==> src/mvcc_pkg.sv <==
package mvcc_pkg;

  localparam int unsigned TidSlots    = 8;
  localparam int unsigned RecordSlots = 64;
  localparam int unsigned LogDepth    = 16;
  localparam int unsigned KeyBits     = 64;

  localparam int unsigned TidIdxW = $clog2(TidSlots);
  localparam int unsigned RecIdxW = 6;
  localparam int unsigned RecCntW = 7;
  localparam int unsigned LogIdxW = $clog2(LogDepth);
  localparam int unsigned LogCntW = $clog2(LogDepth + 1);
  localparam int unsigned LogAddrW = TidIdxW + LogIdxW;

  typedef enum logic [2:0] {
    REQ_BEGIN    = 3'd0,
    REQ_ADD      = 3'd1,
    REQ_DELETE   = 3'd2,
    REQ_UPDATE   = 3'd3,
    REQ_COMMIT   = 3'd4,
    REQ_ROLLBACK = 3'd5
  } req_e;

  typedef enum logic [2:0] {
    ST_OK         = 3'd0,
    ST_NOT_ACTIVE = 3'd1,
    ST_TID_FULL   = 3'd2,
    ST_NOT_FOUND  = 3'd3,
    ST_LOCKED     = 3'd4,
    ST_LOG_FULL   = 3'd5,
    ST_STORE_FULL = 3'd6,
    ST_NO_UNDO    = 3'd7
  } status_e;

  // controller -> datapath
  typedef struct packed {
    logic latch;       // capture input word
    logic do_begin;    // grant id
    logic do_commit;   // free slot
    logic scan_start;  // record index <= 0
    logic scan_read;   // issue record read at scan index
    logic scan_next;   // advance scan index
    logic do_expire;   // expire record at scan index, log it
    logic do_add;      // append record, log it (key from sel_new)
    logic sel_new;     // use new key
    logic undo_start;  // undo pointer <= length
    logic undo_read;   // read log entry at pointer-1, pointer--
    logic undo_apply;  // apply fetched entry
    logic undo_free;   // free slot after rollback
    logic set_status;  // load status
    status_e status;
    logic keep_slot;   // keep slot on failure (partial update)
  } dp_cmd_t;

  // datapath -> controller
  typedef struct packed {
    req_e   req;
    logic   bad_req;
    logic   active;      // txn_id active
    logic   tid_full;
    logic   log_full;
    logic   store_full;
    logic   log_empty;
    logic   scan_done;   // scan index reached record_total
    logic   rec_match;   // read record visible and key matches
    logic   rec_locked;  // matching record expirer is active
    logic   undo_done;   // undo pointer is zero
  } dp_stat_t;

endpackage

==> src/mvcc_ctrl.sv <==
module mvcc_ctrl (
  input  logic                clk_i,
  input  logic                rst_ni,
  input  logic                in_valid_i,
  output logic                in_ready_o,
  output logic                out_valid_o,
  input  logic                out_ready_i,
  input  mvcc_pkg::dp_stat_t  stat_i,
  output mvcc_pkg::dp_cmd_t   cmd_o
);
  import mvcc_pkg::*;

  typedef enum logic [9:0] {
    S_IDLE   = 10'b0000000001,
    S_DECODE = 10'b0000000010,
    S_SREAD  = 10'b0000000100,
    S_SCHECK = 10'b0000001000,
    S_ADD    = 10'b0000010000,
    S_UREAD  = 10'b0000100000,
    S_UAPPLY = 10'b0001000000,
    S_DONE   = 10'b0010000000,
    S_OUT    = 10'b0100000000,
    S_ULOOP  = 10'b1000000000
  } state_e;

  state_e state_q, state_d;

  assign in_ready_o  = (state_q == S_IDLE);
  assign out_valid_o = (state_q == S_OUT);

  always_comb begin
    state_d = state_q;
    cmd_o   = '0;
    cmd_o.status = ST_OK;
    unique case (state_q)
      S_IDLE: begin
        if (in_valid_i) begin
          cmd_o.latch = 1'b1;
          state_d = S_DECODE;
        end
      end
      S_DECODE: begin
        cmd_o.set_status = 1'b1;
        state_d = S_OUT;
        if (stat_i.bad_req) begin
          cmd_o.status = ST_NOT_ACTIVE;
        end else if (stat_i.req == REQ_BEGIN) begin
          if (stat_i.tid_full) cmd_o.status = ST_TID_FULL;
          else cmd_o.do_begin = 1'b1;
        end else if (!stat_i.active) begin
          cmd_o.status = ST_NOT_ACTIVE;
        end else begin
          unique case (stat_i.req)
            REQ_ADD: begin
              if (stat_i.log_full) cmd_o.status = ST_LOG_FULL;
              else if (stat_i.store_full) cmd_o.status = ST_STORE_FULL;
              else cmd_o.do_add = 1'b1;
            end
            REQ_DELETE, REQ_UPDATE: begin
              cmd_o.set_status = 1'b0;
              cmd_o.scan_start = 1'b1;
              state_d = S_SREAD;
            end
            REQ_COMMIT: cmd_o.do_commit = 1'b1;
            default: begin
              if (stat_i.log_empty) cmd_o.status = ST_NO_UNDO;
              else begin
                cmd_o.set_status = 1'b0;
                cmd_o.undo_start = 1'b1;
                state_d = S_UREAD;
              end
            end
          endcase
        end
      end
      S_SREAD: begin
        if (stat_i.scan_done) begin
          cmd_o.set_status = 1'b1;
          cmd_o.status = ST_NOT_FOUND;
          state_d = S_OUT;
        end else begin
          cmd_o.scan_read = 1'b1;
          state_d = S_SCHECK;
        end
      end
      S_SCHECK: begin
        if (!stat_i.rec_match) begin
          cmd_o.scan_next = 1'b1;
          state_d = S_SREAD;
        end else begin
          cmd_o.set_status = 1'b1;
          state_d = S_OUT;
          if (stat_i.rec_locked) cmd_o.status = ST_LOCKED;
          else if (stat_i.log_full) cmd_o.status = ST_LOG_FULL;
          else begin
            cmd_o.do_expire = 1'b1;
            if (stat_i.req == REQ_UPDATE) begin
              cmd_o.set_status = 1'b0;
              state_d = S_ADD;
            end
          end
        end
      end
      S_ADD: begin
        cmd_o.set_status = 1'b1;
        cmd_o.keep_slot  = 1'b1;
        cmd_o.sel_new    = 1'b1;
        if (stat_i.log_full) cmd_o.status = ST_LOG_FULL;
        else if (stat_i.store_full) cmd_o.status = ST_STORE_FULL;
        else cmd_o.do_add = 1'b1;
        state_d = S_OUT;
      end
      S_UREAD: begin
        if (stat_i.undo_done) begin
          state_d = S_DONE;
        end else begin
          cmd_o.undo_read = 1'b1;
          state_d = S_UAPPLY;
        end
      end
      S_UAPPLY: begin
        cmd_o.undo_apply = 1'b1;
        state_d = S_ULOOP;
      end
      S_ULOOP: state_d = S_UREAD;
      S_DONE: begin
        cmd_o.undo_free  = 1'b1;
        cmd_o.set_status = 1'b1;
        state_d = S_OUT;
      end
      S_OUT: begin
        if (out_ready_i) state_d = S_IDLE;
      end
      default: state_d = S_IDLE;
    endcase
  end

  always_ff @(posedge clk_i or negedge rst_ni) begin
    if (!rst_ni) state_q <= S_IDLE;
    else state_q <= state_d;
  end

`ifndef SYNTHESIS
  a_onehot: assert property (@(posedge clk_i) disable iff (!rst_ni) $onehot(state_q))
    else $error("state not one-hot");
  a_out_hold: assert property (@(posedge clk_i) disable iff (!rst_ni)
    out_valid_o && !out_ready_i |=> out_valid_o)
    else $error("result dropped");
  a_no_accept: assert property (@(posedge clk_i) disable iff (!rst_ni)
    out_valid_o |-> !in_ready_o)
    else $error("accept while result pending");
  a_single_write: assert property (@(posedge clk_i) disable iff (!rst_ni)
    !(cmd_o.do_add && cmd_o.do_expire))
    else $error("two store writes");
`endif

endmodule

==> config.mk <==
export PLATFORM = sky130hd
export DESIGN_NAME = mvcc_ctrl
export DESIGN_NICKNAME = d
export VERILOG_FILES = /design/src/mvcc_pkg.sv /design/src/mvcc_ctrl.sv
export SDC_FILE = /design/constraint.sdc
export NUM_CORES = 1
export LEC_CHECK = 0
export BUFFER_PORTS_ARGS = -buffer_cell sky130_fd_sc_hd__buf_2
export CAP_MARGIN = 10
export CORE_AREA = 2 2 65 67
export DETAILED_ROUTE_END_ITERATION = 10
export DIE_AREA = 0 0 67 69
export GPL_ROUTABILITY_DRIVEN = 0
export SLEW_MARGIN = 0
export SYNTH_ARGS = -nofsm -noshare
export SYNTH_HDL_FRONTEND = slang
export SYNTH_SLANG_ARGS = --single-unit
==> constraint.sdc <==
create_clock -name clk_i -period 5.6 [get_ports clk_i]
set_input_delay 0.56 -clock clk_i [delete_from_list [all_inputs] [get_ports clk_i]]
set_output_delay 0.56 -clock clk_i [all_outputs]
set_load 0.03 [all_outputs]
======== Word-level counts from Yosys, hierarchy flattened ========
Index checks and enable logic that the tools add are counted.
storage, ports and cells
  register bits ........................... 10
  bits of input ports ..................... 17
  logic and storage cells ................. 95
operators by class
  mux-type cells .......................... 71
  reductions and logical operators ........ 7
  equality and inequality tests ........... 16
operator list
  operator              count
  $pmux 10 s9           1
  $mux 9                6
  $mux 10               5
  $mux 1                36
  $mux 3                10
  $pmux 9 s2            1
  $pmux 3 s4            1
  $eq 10x1->1 const B   1
  $eq 10x10->1 const B  1
  $eq 10x2->1 const B   1
  $eq 10x3->1 const B   1
  $eq 10x4->1 const B   1
  $eq 10x5->1 const B   1
  $eq 10x6->1 const B   1
  $eq 10x7->1 const B   1
  $eq 10x8->1 const B   1
  $eq 10x9->1 const B   1
  $mux 2                4
  $mux 4                2
  $mux 8                1
  $eq 3x2->1 const B    2
  $pmux 3 s2            1
  $reduce_or 2->1       3
  $pmux 1 s2            2
  9 further kinds       9

======== Depth between registers and ports, before layout ========
  depth in word-level cells ............... 7
  depth in mapped cells ................... 8
  depth with buffers taken out ............ 6

======== Worst setup path before layout ========
OpenSTA, ideal clock, no wires.
  path kind ............................... flip-flop to output port
  start ................................... register state_q[9]
  end ..................................... output port cmd_o[2] in the netlist's numbering
  data required time ...................... 5,040 ps
  stages on the path, launching flop included .. 5
  arrival time ............................ 2,923 ps
  setup slack ............................. 2,117 ps
  cells stage by stage .................... dfrtp_1 > or4_1 > or3_1 > or3_1 > o311ai_0
RTL lines
  what                      line              RTL
  start: declaration        mvcc_ctrl.sv:26   state_e state_q, state_d;
  start signal: assignment  mvcc_ctrl.sv:140  else state_q <= state_d;
  end: declaration          mvcc_ctrl.sv:9    output mvcc_pkg::dp_cmd_t cmd_o

==> flow_metrics.tcl <==
set metrics [dict create \
    run_status "complete, no violations" \
    top_register "state_q" \
    seq_area_frac_synth_pct 27.0 \
    cts_root_buffer "clkbuf_8" \
    largest_register_ffs 10 \
    finalInstanceArea_mm2 0.00118 \
    syn-instance-count 119 \
    p_total_w 0.000335 \
    ir_worst_vdd_uv 193 \
    firstDrtPassIters 4 \
    pre_cts_ws_ns 2.58 \
    layout_worst_path_cycle_share_pct 58.0 \
    clk_transition_reported_paths_ns 0.05 \
    reg_top3 "state_q: 10 flops" \
    cts.sinks 10 \
    cts_tree "built" \
    clk_latency_ns 0.24 \
    viasPerCell 4.93 \
    slew_viol_final 0 \
    numCtsBuffers 3 \
    grt_pass1_vias 871 \
    diodes 0 \
    synth_seq_cells 10 \
    vias 991 \
    synth_area_leader_cell "dfrtp_1" \
    fin_crit_ns 3.25 \
    drcViolationCount 0 \
    max_freq_mhz 308 \
    grt_overflow 0 \
    wire_per_inst_um 12.5 \
    finalSetupViolCount 0 \
    fin_ws_ns 2.35 \
    syn-mean-instance-area_um2 7.83 \
    ys_top_cells_by_area "dfrtp_1 24%, nor2_1 5.6%, nor3_1 4.3%" \
    cts-resized-gates 0 \
    die_y_um 69 \
    rows 23 \
    startpoint_type "flip-flop" \
    syn2layout_area_growth_pct 26.2 \
    syn_nets 136 \
    async_flop_share_pct 100 \
    clk_path_buf_depth 2 \
    synth.distinct_cells 48 \
    p_leak_nw 0.569 \
    worstPathRequired_ns 5.04 \
    dpl.hpwl_mm 2.00 \
    grt_pass1_wl_mm 4.00 \
    crit_path_max_fanout 9 \
    yosys_warnings 0 \
    synth_top_area_share_pct 24.2 \
    port_buffers 36 \
    grtUsageTotal_pct 10.9 \
    antenna_found_initial 0 \
    hold_viol 0 \
    crit_type "reg2out" \
    dpl_cell_area_mm2 0.00113 \
    grt_max_degree 12 \
    dieWidth_um 67 \
    fin_nets 169 \
    netlist_area_um2 932 \
    endpoint_kind "output port" \
    rsz0062_at_grt "false" \
    tightest_slew_ns 0.497 \
    ioPinCount 37 \
    ys.flop_type "dfrtp_1" \
    antenna_left 0 \
    drt-initial-drc-count 88 \
    fp.coreArea_mm2 0.00391 \
    power_density_mw_per_mm2 285 \
    skew_ns 0.000655 \
    start_util_pct 23.8 \
    layout-drive-gt1-share_pct 31.8 \
    cts_setup_buffers 0 \
    maxCapViolCount 0 \
    hold_buffers 0 \
    fin_tns_setup_ns 0 \
    slew_headroom_pct 66.5 \
    die_area_mm2 0.00462 \
    crit_arrival_ns 2.69 \
    finalWirelength_mm 2.51 \
    whs_ns 0.174 \
    synth_edf_count 0 \
    cts-htree-levels 1 \
    hp-class "in2async" \
]
-- cells in the final DEF (no fill, tap or decap), types with 2 or more instances in the layout --
cell type  Yosys  layout
dfrtp_1        9       9
a31oi_1        2       2
and2_1         2       2
clkbuf_8       0       3
nor3_1         8       8
nor3b_1        2       2
nand2_1       10      10
buf_2          2      36
or3_1          3       3
o21ai_0        6       6
or4_1          4       4
nor2_1        14      14
nand2b_1       5       5
or3b_2         2       2
a21oi_1        2       2
nand4b_1       3       3
nor4bb_1       2       2
inv_1          6       6
nor4_1         3       3
or4b_2         2       2
-- synth_stat cells, drive strengths merged, types with 3 or more instances --
| cell type | instances |
|---|---|
| nor4 | 3 |
| nand2 | 11 |
| nand4b | 3 |
| nor3b | 3 |
| nor3 | 8 |
| or4 | 5 |
| buf | 4 |
| o21ai | 6 |
| nor2 | 14 |
| nand2b | 5 |
| dfrtp | 9 |
| clkbuf | 4 |
| inv | 6 |
| or3 | 3 |
-- path summary, 6_finish.rpt --
check	endpoint	cells after the start	slack, ns	start
max in group asynchronous	state_q[0]	1	5.17	rst_ni
worst max-delay path	cmd_o[2]	5	2.35	state_q[9]
worst max register to register	state_q[5]	5	3.21	state_q[5]
worst min register to register	state_q[3]	1	0.66	state_q[3]
min in group clk_i	state_q[6]	2	0.50	stat_i[0]
worst min-delay path	state_q[7]	1	0.17	rst_ni
-- per-layer routing --
metal / part of all wire, % / GRT usage, % / vias up
met1: 50 / 16.1 / 435
met2: 40 / 15.1 / 42
met4: 1.6 / 4.08 / 0
met5: 0 / 0 / -
met3: 8.9 / 2.45 / 5
li1: - / - / 509
-- worst max-delay path, cell delays in order (launching register included) --
cell      delay [ns]
dfrtp_1         0.45
or4_1           0.63
or3_1           0.38
or3_1           0.43
o311ai_0        0.31
buf_2           0.26
-- cell type report --
class | count | area (um2)
timing repair buffer | 36 | 180
sequential | 10 | 251
inverter | 6 | 22.5
fill | 441 | 2740
multi-input combinational | 95 | 614
clock buffer | 4 | 45.0
tap | 50 | 62.6
-- per-stage QoR --
stage                     util, %  cells
after floorplan                 -    119
after global routing         30.1    201
after global placement       28.9    197
after detailed placement     28.9    197
after CTS                    30.1    201
final                        30.1    201
-- logic make-up after synthesis --
group,Yosys count,share of synthesized area (%)
simple gates,71,46.7
compound gates,22,17.3
buf+inv,14,7.11
flops,10,27.0
xor+xnor,2,1.88
-- power breakdown --
group          internal, W  switching [W]  total (W)
registers        0.0000848      0.0000144  0.0000992
clock network    0.0000497      0.0000274  0.0000772
logic            0.0000644      0.0000946   0.000159
Power figures use the tool's default switching activity.
